### src/design/cbt_pkg.sv
// ----------------------------------------------------------------------------
// cbt_pkg
// Shared types, codes and byte operations of the context byte transform.
// ----------------------------------------------------------------------------
`default_nettype none

package cbt_pkg;

   // Item kinds on the request channel
   localparam logic KIND_DATA  = 1'b0;
   localparam logic KIND_WRITE = 1'b1;

   // Configuration register indexes
   localparam int unsigned CSR_INDEX_W = 2;
   localparam logic [CSR_INDEX_W-1:0] CSR_PREV_BITS  = 2'd0;
   localparam logic [CSR_INDEX_W-1:0] CSR_OLDER_BITS = 2'd1;
   localparam logic [CSR_INDEX_W-1:0] CSR_FLEX_MODE  = 2'd2;
   localparam logic [CSR_INDEX_W-1:0] CSR_SHARED_OP  = 2'd3;
   localparam int unsigned CSR_DATA_W = 4;

   // Field widths
   localparam int unsigned BYTE_W     = 8;
   localparam int unsigned OP_W       = 4;
   localparam int unsigned BITS_W     = 3;
   localparam int unsigned GRP_IDX_W  = 6;
   localparam int unsigned GRP_SPAN   = 64;

   // GF(2^8) reduction constant (0x11B without the top bit)
   localparam logic [7:0] GF_POLY = 8'h1B;

   typedef enum logic [OP_W-1:0] {
      OP_ADD        = 4'd0,
      OP_XOR        = 4'd1,
      OP_MUL_ODD    = 4'd2,
      OP_LO_ADD     = 4'd3,
      OP_SWAP_XOR   = 4'd4,
      OP_GF_MUL     = 4'd5,
      OP_ROTL       = 4'd6,
      OP_HI_ADD     = 4'd7,
      OP_ADD_GRAY   = 4'd8,
      OP_HI_FOLD    = 4'd9,
      OP_LO_SUB     = 4'd10,
      OP_HI_SUB     = 4'd11,
      OP_SUB        = 4'd12,
      OP_LO_XOR     = 4'd13,
      OP_HI_XOR     = 4'd14,
      OP_ROTR       = 4'd15
   } op_type;

   // GF(2^8) multiply modulo x^8+x^4+x^3+x+1, shift-and-add over eight bits
   function automatic logic [7:0] gf_times(input logic [7:0] x, input logic [7:0] y);
      logic [7:0] acc;
      logic [7:0] a;
      acc = 8'h00;
      a   = x;
      for (int k = 0; k < 8; k++) begin
         if (y[k]) acc = acc ^ a;
         a = a[7] ? ({a[6:0], 1'b0} ^ GF_POLY) : {a[6:0], 1'b0};
      end
      return acc;
   endfunction

   // One of the sixteen reversible byte operations
   function automatic logic [7:0] byte_op(input logic [7:0] v, input logic [7:0] a,
                                         input op_type code);
      logic [15:0] prod;
      logic [7:0]  gf_b;
      logic [2:0]  s;
      logic [7:0]  w;
      logic [7:0]  r;
      prod = {8'd0, v} * {8'd0, (a | 8'h01)};
      gf_b = (a < 8'd2) ? 8'd2 : a;
      s    = (a[2:0] == 3'd0) ? 3'd1 : a[2:0];
      w    = v + a;
      case (code)
         OP_ADD:      r = v + a;
         OP_XOR:      r = v ^ a;
         OP_MUL_ODD:  r = prod[7:0];
         OP_LO_ADD:   r = {v[7:4], v[3:0] + a[3:0]};
         OP_SWAP_XOR: r = {v[3:0], v[7:4]} ^ a;
         OP_GF_MUL:   r = gf_times(v, gf_b);
         OP_ROTL:     r = 8'(({v, v} << s) >> 8);
         OP_HI_ADD:   r = {v[7:4] + a[3:0], v[3:0]};
         OP_ADD_GRAY: r = w ^ {1'b0, w[7:1]};
         OP_HI_FOLD:  r = {v[7:4] ^ v[3:0] ^ a[3:0], v[3:0]};
         OP_LO_SUB:   r = {v[7:4], a[3:0] - v[3:0]};
         OP_HI_SUB:   r = {a[3:0] - v[7:4], v[3:0]};
         OP_SUB:      r = a - v;
         OP_LO_XOR:   r = {v[7:4], v[3:0] ^ a[3:0]};
         OP_HI_XOR:   r = {v[7:4] ^ a[3:0], v[3:0]};
         default:     r = 8'({v, v} >> s);
      endcase
      return r;
   endfunction

endpackage

`default_nettype wire

### src/design/context_byte_transform_unit.sv
// ----------------------------------------------------------------------------
// context_byte_transform_unit
// Byte-stream transform conditioned on the two previous original bytes.
//
// Takes one item per cycle while the result channel is not stalled, data bytes
// and table writes alike. A data byte's result goes through the synchronous
// read of the group table, registered with the byte, and then through the byte
// operation into the output register. The group index comes from history
// registers updated at acceptance, so back-to-back bytes never wait on each
// other, and a table write lands in the memory before any later byte reads it.
// Table writes give no result. The group table holds amount and operation per
// group and has no reset; reading a group that was never written gives an undefined byte.
// The first two bytes of each block, and of the stream after reset, pass
// through unchanged.
// ----------------------------------------------------------------------------
`default_nettype none

module context_byte_transform_unit #(
   parameter int unsigned GROUPS = 64
) (
   input  wire logic                             clock,
   input  wire logic                             reset,
   // request channel
   input  wire logic                             req_valid,
   output logic                                  req_ready,
   input  wire logic                             req_kind,
   input  wire logic [cbt_pkg::BYTE_W-1:0]       req_data_byte,
   input  wire logic                             req_start_of_block,
   input  wire logic [cbt_pkg::GRP_IDX_W-1:0]    req_entry_index,
   input  wire logic [cbt_pkg::BYTE_W-1:0]       req_entry_amount,
   input  wire logic [cbt_pkg::OP_W-1:0]         req_entry_operation,
   // result channel
   output logic                                  rsp_valid,
   input  wire logic                             rsp_ready,
   output logic [cbt_pkg::BYTE_W-1:0]            rsp_out_byte,
   // configuration port
   input  wire logic                             csr_write_enable,
   input  wire logic [cbt_pkg::CSR_INDEX_W-1:0]  csr_index,
   input  wire logic [cbt_pkg::CSR_DATA_W-1:0]   csr_write_data
);

   import cbt_pkg::*;

   localparam int unsigned IDX_W   = $clog2(GROUPS);
   localparam int unsigned ENTRY_W = OP_W + BYTE_W;

   // configuration
   logic [BITS_W-1:0] prev_bits_ff;
   logic [BITS_W-1:0] older_bits_ff;
   logic              flex_ff;
   logic [OP_W-1:0]   shared_op_ff;

   // stream history
   logic [BYTE_W-1:0] last_ff, last_in;
   logic [BYTE_W-1:0] older_ff, older_in;
   logic [1:0]        pos_ff, pos_in;

   // table read stage
   logic              s1_valid_ff, s1_valid_in;
   logic [BYTE_W-1:0] s1_byte_ff;
   logic              s1_pass_ff;
   logic [ENTRY_W-1:0] rd_ff;

   // output register
   logic              rsp_valid_ff, rsp_valid_in;
   logic [BYTE_W-1:0] rsp_byte_ff;

   logic [ENTRY_W-1:0] tab_mem [GROUPS];

   logic              accept;
   logic              accept_data;
   logic              accept_write;
   logic              advance;
   logic              pass;
   logic [1:0]        pos_eff;
   logic [15:0]       hi_part;
   logic [15:0]       lo_part;
   logic [15:0]       grp_raw;
   logic [IDX_W-1:0]  rd_addr;
   logic [IDX_W-1:0]  grp_mod [GRP_SPAN];
   logic              wr_in_range;
   op_type            code;
   logic [BYTE_W-1:0] xf_byte;

   // handshake
   assign advance      = !rsp_valid_ff || rsp_ready;
   assign req_ready    = !s1_valid_ff || advance;
   assign accept       = req_valid && req_ready;
   assign accept_data  = accept && (req_kind == KIND_DATA);
   assign accept_write = accept && (req_kind == KIND_WRITE);
   assign rsp_valid    = rsp_valid_ff;
   assign rsp_out_byte = rsp_byte_ff;

   // constant table: group index folded into the table depth
   for (genvar g = 0; g < GRP_SPAN; g++) begin : g_mod
      assign grp_mod[g] = IDX_W'(g % GROUPS);
   end

   // block position and passthrough decision
   always_comb begin
      pos_eff = req_start_of_block ? 2'd0 : pos_ff;
      pass    = (pos_eff < 2'd2);
      pos_in  = pass ? pos_eff + 2'd1 : pos_eff;
      last_in  = req_data_byte;
      older_in = last_ff;
   end

   // group index from the top bits of the two previous bytes
   always_comb begin
      hi_part = 16'({8'd0, last_ff} >> (4'd8 - {1'b0, prev_bits_ff}));
      lo_part = 16'({8'd0, older_ff} >> (4'd8 - {1'b0, older_bits_ff}));
      grp_raw = (hi_part << older_bits_ff) | lo_part;
      rd_addr = grp_mod[grp_raw[GRP_IDX_W-1:0]];
   end

   assign wr_in_range = ({1'b0, req_entry_index} < (GRP_IDX_W+1)'(GROUPS));

   // group table: write on a table item, read on a data byte
   always_ff @(posedge clock) begin
      if (accept_write && wr_in_range) begin
         tab_mem[req_entry_index[IDX_W-1:0]] <= {req_entry_operation, req_entry_amount};
      end
      if (accept_data) begin
         rd_ff <= tab_mem[rd_addr];
      end
   end

   // byte operation with the entry's amount and the entry's or the shared operation
   always_comb begin
      code    = flex_ff ? op_type'(rd_ff[ENTRY_W-1:BYTE_W]) : op_type'(shared_op_ff);
      xf_byte = s1_pass_ff ? s1_byte_ff : byte_op(s1_byte_ff, rd_ff[BYTE_W-1:0], code);
   end

   always_comb begin
      s1_valid_in  = accept_data ? 1'b1 : (advance ? 1'b0 : s1_valid_ff);
      rsp_valid_in = advance ? s1_valid_ff : rsp_valid_ff;
   end

   // control state
   always_ff @(posedge clock) begin
      if (reset) begin
         prev_bits_ff  <= 3'd1;
         older_bits_ff <= 3'd1;
         flex_ff       <= 1'b0;
         shared_op_ff  <= OP_ADD;
         last_ff       <= '0;
         older_ff      <= '0;
         pos_ff        <= 2'd0;
         s1_valid_ff   <= 1'b0;
         rsp_valid_ff  <= 1'b0;
      end else begin
         if (csr_write_enable) begin
            unique case (csr_index)
               CSR_PREV_BITS:  prev_bits_ff  <= csr_write_data[BITS_W-1:0];
               CSR_OLDER_BITS: older_bits_ff <= csr_write_data[BITS_W-1:0];
               CSR_FLEX_MODE:  flex_ff       <= csr_write_data[0];
               CSR_SHARED_OP:  shared_op_ff  <= csr_write_data[OP_W-1:0];
               default:        ;
            endcase
         end
         if (accept_data) begin
            last_ff  <= last_in;
            older_ff <= older_in;
            pos_ff   <= pos_in;
         end
         s1_valid_ff  <= s1_valid_in;
         rsp_valid_ff <= rsp_valid_in;
      end
   end

   // payload
   always_ff @(posedge clock) begin
      if (accept_data) begin
         s1_byte_ff <= req_data_byte;
         s1_pass_ff <= pass;
      end
      if (advance && s1_valid_ff) begin
         rsp_byte_ff <= xf_byte;
      end
   end

`ifndef SYNTHESIS
   // a data byte always reaches the table read stage
   assert property (@(posedge clock) disable iff (reset)
      accept_data |=> s1_valid_ff)
      else $error("data item lost before table read");

   // a held result is never overwritten by the next stage
   assert property (@(posedge clock) disable iff (reset)
      (s1_valid_ff && rsp_valid_ff && !rsp_ready) |-> !req_ready)
      else $error("table read stage accepted while blocked");

   // block position saturates at two
   assert property (@(posedge clock) disable iff (reset)
      pos_ff != 2'd3)
      else $error("block position out of range");

   // a table write gives no result
   assert property (@(posedge clock) disable iff (reset)
      (accept_write && !s1_valid_ff) |=> !s1_valid_ff)
      else $error("table write produced a result");
`endif

endmodule

`default_nettype wire
### config.mk
export PLATFORM = sky130hd
export DESIGN_NAME = context_byte_transform_unit
export DESIGN_NICKNAME = d
export VERILOG_FILES = /design/src/design/cbt_pkg.sv /design/src/design/context_byte_transform_unit.sv
export SDC_FILE = /design/constraint.sdc
export NUM_CORES = 1
export LEC_CHECK = 0
export ABC_AREA = 1
export ABC_CLOCK_PERIOD_IN_PS = 9000
export BUFFER_PORTS_ARGS = -buffer_cell sky130_fd_sc_hd__buf_2
export CAP_MARGIN = 20
export CORE_MARGIN = 2
export CORE_UTILIZATION = 30
export DETAILED_ROUTE_END_ITERATION = 10
export GPL_TIMING_DRIVEN = 1
export SLEW_MARGIN = 25
export SYNTH_ARGS = -nofsm -noshare
export SYNTH_HDL_FRONTEND = slang
export SYNTH_SLANG_ARGS = --single-unit
### constraint.sdc
create_clock -name clock -period 9 [get_ports clock]
set_clock_uncertainty 0.1 [all_clocks]
set_input_delay 1.8 -clock clock [delete_from_list [all_inputs] [get_ports clock]]
set_output_delay 1.8 -clock clock [all_outputs]
set_load 0.005 [all_outputs]
======== Yosys cells after proc, flatten, opt, wreduce, memory -nomap -nowiden ========
Memory sizes are Yosys's and may differ from the RTL's. A register that Yosys moved wholly into a read port is not among the register bits.
Index checks and enable logic that the tools add are counted.
word-level totals
  flip-flop bits (word level) ............. 48
  ROM bits ................................ 384
  RAM bits ................................ 768
  word-level logic and storage cells ...... 124
  output and inout port bits .............. 10
  memories ................................ 2
  input bits .............................. 39
cells by class
  bitwise operators ....................... 24
  shift-type cells ........................ 5
  add/subtract/negate cells ............... 9
  equality and inequality tests ........... 17
  order comparisons ....................... 3
  reductions and logical operators ........ 16
  $mul .................................... 1
  muxes and demuxes ....................... 35
memories
  name             depth  bits a word  read ports  clocked after memory_dff  write ports  RTL line                            source
  tab_mem          64     12           1           1                         1            context_byte_transform_unit.sv:68   logic [ENTRY_W-1:0] tab_mem [GROUPS];
  (no name shown)  64     6            1           0                         0            context_byte_transform_unit.sv:113  rd_addr = grp_mod[grp_raw[GRP_IDX_W-1:0]];
operator list
  kind                                                count
  two-way mux 8 bit                                   17
  case mux 8 bit (15 select lines)                    1
  XOR 8 bit                                           9
  two-way mux 5 bit                                   7
  == test 4 bit, second input constant                7
  NOT 4 bit                                           7
  == test 4 x 3 -> 1 bit, second input constant       4
  << shifter 16 x 3 -> 16 bit                         1
  << shifter 16 x 3 -> 6 bit                          1
  >> shifter 16 x 3 -> 8 bit                          1
  >> shifter 8 x 4 -> 16 bit                          1
  XOR 4 bit                                           4
  two-way mux 6 bit                                   2
  adder 4 bit                                         2
  adder 8 bit                                         1
  == test 4 x 2 -> 1 bit, second input constant       2
  < comparator 8 x 2 -> 1 bit, second input constant  1
  multiplier 8 x 8 -> 8 bit                           1
  AND reduction 2 bit                                 4
  >> shifter 8 x 4 -> 6 bit                           1
  subtractor 4 x 3 -> 4 bit, first input constant     2
  subtractor 4 bit                                    2
  subtractor 8 bit                                    1
  XOR 8 x 7 -> 8 bit                                  1
  20 further kinds                                    30

======== Logic depth before layout (Yosys ltp) ========
  depth after elaboration ................. 26
  gate-level depth with buffers ........... 25
  mapped depth without buffers ............ 24

======== Worst setup path before layout ========
No wires, ideal clock.
  path type ............................... register -> register
  from .................................... reg rd_ff[2] (read register of tab_mem)
  to ...................................... reg rsp_byte_ff[7] (netlist: rsp_out_byte[7]), data pin
  path buffers ............................ 3
  library setup time ...................... 0.253 ns
  arrival time ............................ 4.065 ns
  clock period less this slack ............ 4.417 ns
  path slack .............................. 4.583 ns
  stages on the path, launching flop included .. 20
  required time ........................... 8.647 ns
  path through ............................ edfxtp_1 > clkbuf_1 > clkbuf_1 > buf_1 > nand2_1 > inv_1 > fa_1 > inv_1 > fa_1 > inv_1 > fa_1 > fa_1 > ha_1 > a21oi_1 > xor2_1 > nand3b_1 > nand3_1 > nand4_1 > nor2_1 > nor2_1
between the ends
  cells in the longest elaborated chain, start to end .. 26
  elaborated cells between the ends (all ways) .. 36
  classes of those cells .................. 4 x add/sub; 1 x mul; 1 x order compare; 2 x shift; 19 x mux; 8 x bitwise; 1 x reduce/logical
RTL lines
  what                                RTL line                            source
  from (decl)                         context_byte_transform_unit.sv:62   logic [ENTRY_W-1:0] rd_ff;
  < comparator 8 x 2 -> 1 bit         cbt_pkg.sv:72                       gf_b = (a < 8'd2) ? 8'd2 : a;
  two-way mux 8 bit                   cbt_pkg.sv:72
  two-way mux 8 bit                   cbt_pkg.sv:57                       if (y[k]) acc = acc ^ a;
  two-way mux 8 bit                   cbt_pkg.sv:75                       case (code)
  XOR 8 bit                           cbt_pkg.sv:57
  two-way mux 8 bit                   cbt_pkg.sv:57
  two-way mux 8 bit                   cbt_pkg.sv:75
  XOR 8 bit                           cbt_pkg.sv:57
  [11 not listed]                     --
  XOR 8 bit                           cbt_pkg.sv:57
  two-way mux 8 bit                   cbt_pkg.sv:57
  two-way mux 8 bit                   cbt_pkg.sv:75
  XOR 8 bit                           cbt_pkg.sv:57
  two-way mux 8 bit                   cbt_pkg.sv:57
  case mux 8 bit (15 select lines) *  cbt_pkg.sv:75
  two-way mux 8 bit *                 context_byte_transform_unit.sv:131  xf_byte = s1_pass_ff ? s1_byte_ff : byte_op(s1_byte_ff, rd_ff[BYTE_W-1:0], code);
  net xf_byte[7]                      context_byte_transform_unit.sv:83   logic [BYTE_W-1:0] xf_byte;
  to (signal assigned)                context_byte_transform_unit.sv:178  rsp_byte_ff <= xf_byte;
  to (decl)                           context_byte_transform_unit.sv:66   logic [BYTE_W-1:0] rsp_byte_ff;
Mark *: on every way through the listed nets, which the timed path passes. The rest lies on a longest branch. The select of a mux whose other input is x is not followed.
A chain may end at the register's enable or synchronous reset.

======== Worst setup path after layout ========
  from .................................... reg older_bits_ff[0]
  to ...................................... reg rd_ff[11] (read register of tab_mem), data pin
between the ends
  cells in the longest elaborated chain, start to end .. 7
  elaborated cells between the ends (all ways) .. 8
  classes of those cells .................. 1 x add/sub; 2 x shift; 2 x mux; 2 x bitwise; 1 x memory
RTL lines
  what                                                    RTL line                            source
  from (decl)                                             context_byte_transform_unit.sv:49   logic [BITS_W-1:0] older_bits_ff;
  from (signal assigned)                                  context_byte_transform_unit.sv:155  CSR_OLDER_BITS: older_bits_ff <= csr_write_data[BITS_W-1:0];
  subtractor 4 x 3 -> 4 bit                               context_byte_transform_unit.sv:111  lo_part = 16'({8'd0, older_ff} >> (4'd8 - {1'b0, older_bits_ff}));
  >> shifter 8 x 4 -> 6 bit                               context_byte_transform_unit.sv:111
  OR 6 bit *                                              context_byte_transform_unit.sv:112  grp_raw = (hi_part << older_bits_ff) | lo_part;
  NOT 6 -> 7 bit (not written as such) *                  context_byte_transform_unit.sv:113
  memory (64 x 6 bit) *                                   --
  two-way mux 6 bit (not written as such) * (2 in a row)  context_byte_transform_unit.sv:113
Every way passes the cells marked *; elsewhere a longest branch is shown, timed or not. The select of a mux whose other input is x is not followed.

==> results.yml <==
logic_synthesis:
  synth_area_sq_um: 40300
  netlist_instances: 4192
  ys_types: 50
  ys_warn_count: 0
  synth_nets: 4288
  ys_async_sr_fraction_pct: 0
  ys_ff_latch: 828
  ys_seq_area_share_pct: 61.0
  syn-mean-instance-area_sq_um: 9.61
  synth_edf_count: 797
  ys.flop_type: "edfxtp_1"
place:
  dp.cells: 5823
  port_buffers: 48
  gp_routability_congestion: 0.882
  placed_cell_area_sq_um: 42100
  dp_slack_ps: 3250
  post-dp-hpwl_um: 68400
power_and_ir_drop:
  cellLeakagePower_nw: 17.5
  pwr_density_cell_nw_per_um2: 220
  irDropWorstVdd_v: 0.000152
drt:
  routed_wl_um: 118000
  antenna_left: 0
  routedWlPerCell_um: 19.8
  firstDrtPassIters: 6
  vias: 30500
  vias_per_cell: 5.10
  drc: 0
  drt_iter0_markers: 3590
clock_network:
  holdBufCountCts: 0
  post_cts_buffers: 0
  htreeDepth: 3
  clk_pin_slew_ps: 60
  clock_sinks: 828
  cts_tree: "built"
  clkLatencyLatePin_ps: 690
  cts_root_buffer: "clkbuf_16"
  ctsResizeCount: 0
  numCtsBuffers: 84
  clk_path_buf_depth: 3
timing:
  period_share_pct: 59.9
  period_minus_slack_ps: 5390
  layout_setup_ws_ps: 3610
  fin_setup_tns_ps: 0
  fmax_mhz: 185
  hold_viol: 0
  tightest_slew_ps: 1180
  setup_viol_count_final: 0
  rsz0062_at_grt: "false"
  slew_viol_final: 0
  relSlewSlack_pct: 21.1
critical_path:
  crit_end: "rd_ff[11]"
  r2r_setup_slack_ps: 3610
  cp.arrival_ps: 5720
  critPathKind: "flip-flop to flip-flop"
  worst-endpoint-required_ps: 9320
  critPathLaunch: "older_bits_ff[0]"
  end_kind: "flip-flop"
  critPathMaxFanout: 142
  crit_chain: "inv_2, ha_1, inv_1, nand3_1, nand2_1, nor2_2, nor2_8, buf_4, nand2_8, buf_12, nand2_1, nand2_1, nand3_1, nand3_1, nand3_1, nand3_1, nand3_1, nand2_1"
  critPathMaxStageDelay_ps: 630
  critPathLaunchType: "flip-flop"
  rr_worst_depth: 18
  r2r_start: "older_bits_ff[0]"
  crit_top_cell: "nand3_1"
  slowest_stage: "dfxtp_1"
  r2r-end: "rd_ff[11]"
floorplan:
  rows: 134
  die_y_um: 370
  start_util_pct: 30.2
  die_w_um: 370
  die_area_sq_um: 137000
  io_pins: 49
  core_region_area_sq_um: 133000
finish:
  syn2layout_area_growth_pct: 11.5
  nNetsFinal: 4240
  layout-drive-gt1-share_pct: 7.30
  fin_area_sq_um: 44900
  stdcell_count: 5977
  layout_common_cells: "1,417 x nand2_1, 984 x nand3_1, 797 x edfxtp_1"
  layout_commonest_cell: "nand2_1"
global_route:
  grt_usage_pct: 16.9
  first_global_vias: 28500
  grt_overflow: 0
  grt_max_degree: 187
  antenna_found_initial: 6
  grt_pass1_wl_um: 178000
hold_path:
  min_path_type: "flip-flop to flip-flop"
run:
  timing.max_cap.violations: 0
outcome:
  status: "complete, no violations"
-- routing by layer --
metal,vias to the layer above,track usage [%],share of wire (%)
li1,14300,-,-
met1,14700,23.9,44
met2,1277,26.2,45
met3,210,3.36,8.3
met4,6,5.08,3.0
met5,-,0,0.033
-- through the flow --
stage / power (W) / util, % / hold WS (ps)
after floorplan: 0.00587 / - / 324
after global placement: 0.00649 / 31.5 / 382
after detailed placement: 0.00650 / 31.6 / 377
after CTS: 0.00991 / 33.6 / 386
after global routing: 0.0103 / 33.7 / 426
final: 0.00989 / 33.7 / 397
-- logic make-up after synthesis --
group	count (synthesis)	share of synthesized area [%]
simple gates	2606	27.8
flops	828	61.0
buf+inv	441	4.92
compound gates	183	2.48
xor+xnor	68	1.50
fa+ha+maj	57	2.07
mux	9	0.224
-- worst min-delay path by stage --
stage	depth (start not counted)	start	endpoint	slack [ps]
after global routing	1	pos_ff[1]	s1_pass_ff	430
after CTS	2	s1_valid_ff	rsp_valid	390
final	2	s1_valid_ff	rsp_valid	400
after floorplan	2	shared_op_ff[3]	shared_op_ff[3]	320
after detailed placement	2	s1_valid_ff	rsp_valid	380
after global placement	1	pos_ff[1]	s1_pass_ff	380
-- flip-flops by register name, indices dropped and copies added, names as in the netlist, 3 cells and up --
| signal | cells |
|---|---|
| last_ff | 8 |
| older_bits_ff | 3 |
| older_ff | 8 |
| prev_bits_ff | 3 |
| rd_ff | 12 |
| rsp_out_byte | 8 |
| s1_byte_ff | 8 |
| shared_op_ff | 4 |
| tab_mem | 768 |
-- cell type report --
| cell class | instances | area [sq um] |
|---|---|---|
| Fill cell | 13500 | 88400 |
| Multi-Input combinational cell | 2923 | 13900 |
| Timing Repair Buffer | 122 | 856 |
| Antenna cell | 1 | 2.50 |
| Inverter | 185 | 697 |
| Tap cell | 1768 | 2210 |
| Clock inverter | 51 | 503 |
| Sequential cell | 828 | 24600 |
| Clock buffer | 99 | 2180 |
-- critical path, delay by kind of cell, from the launching register on --
family	cells	cell delay [ps]
and+or+nand+nor	13	2290
buffers and inverters	4	1520
DFF	1	630
adders and majority gates	1	440
-- synthesized netlist by cell type, types with 3 or more instances --
master,number,share of area [%]
clkbuf_1,60,0.56
buf_1,10,0.093
o21ai_1,6,0.075
inv_2,8,0.075
nand3_1,984,12
a21oi_1,65,0.81
dfxtp_1,31,1.5
buf_2,155,1.9
nand3b_1,8,0.15
or2_2,7,0.11
nand2_2,6,0.093
xnor2_1,22,0.48
inv_1,173,1.6
nor3_1,9,0.11
edfxtp_1,797,59
o21ai_0,85,1.1
buf_4,27,0.50
nand2_1,1418,13
o211ai_1,8,0.15
xor2_1,45,0.98
fa_1,16,0.80
nand4_1,22,0.34
clkinv_1,3,0.028
a31oi_1,6,0.093
buf_6,4,0.11
nor2_1,141,1.3
ha_1,41,1.3
mux2i_1,9,0.22
-- power by group --
| part | internal [W] | switching [W] | leakage, nW | total (W) |
|---|---|---|---|---|
| clock network | 0.00192 | 0.00153 | 1.30 | 0.00345 |
| registers | 0.00427 | 0.0000395 | 7.43 | 0.00431 |
| logic | 0.000619 | 0.00152 | 8.75 | 0.00214 |
| total | 0.00680 | 0.00309 | 17.5 | 0.00989 |
Power figures use the tool's default switching activity.
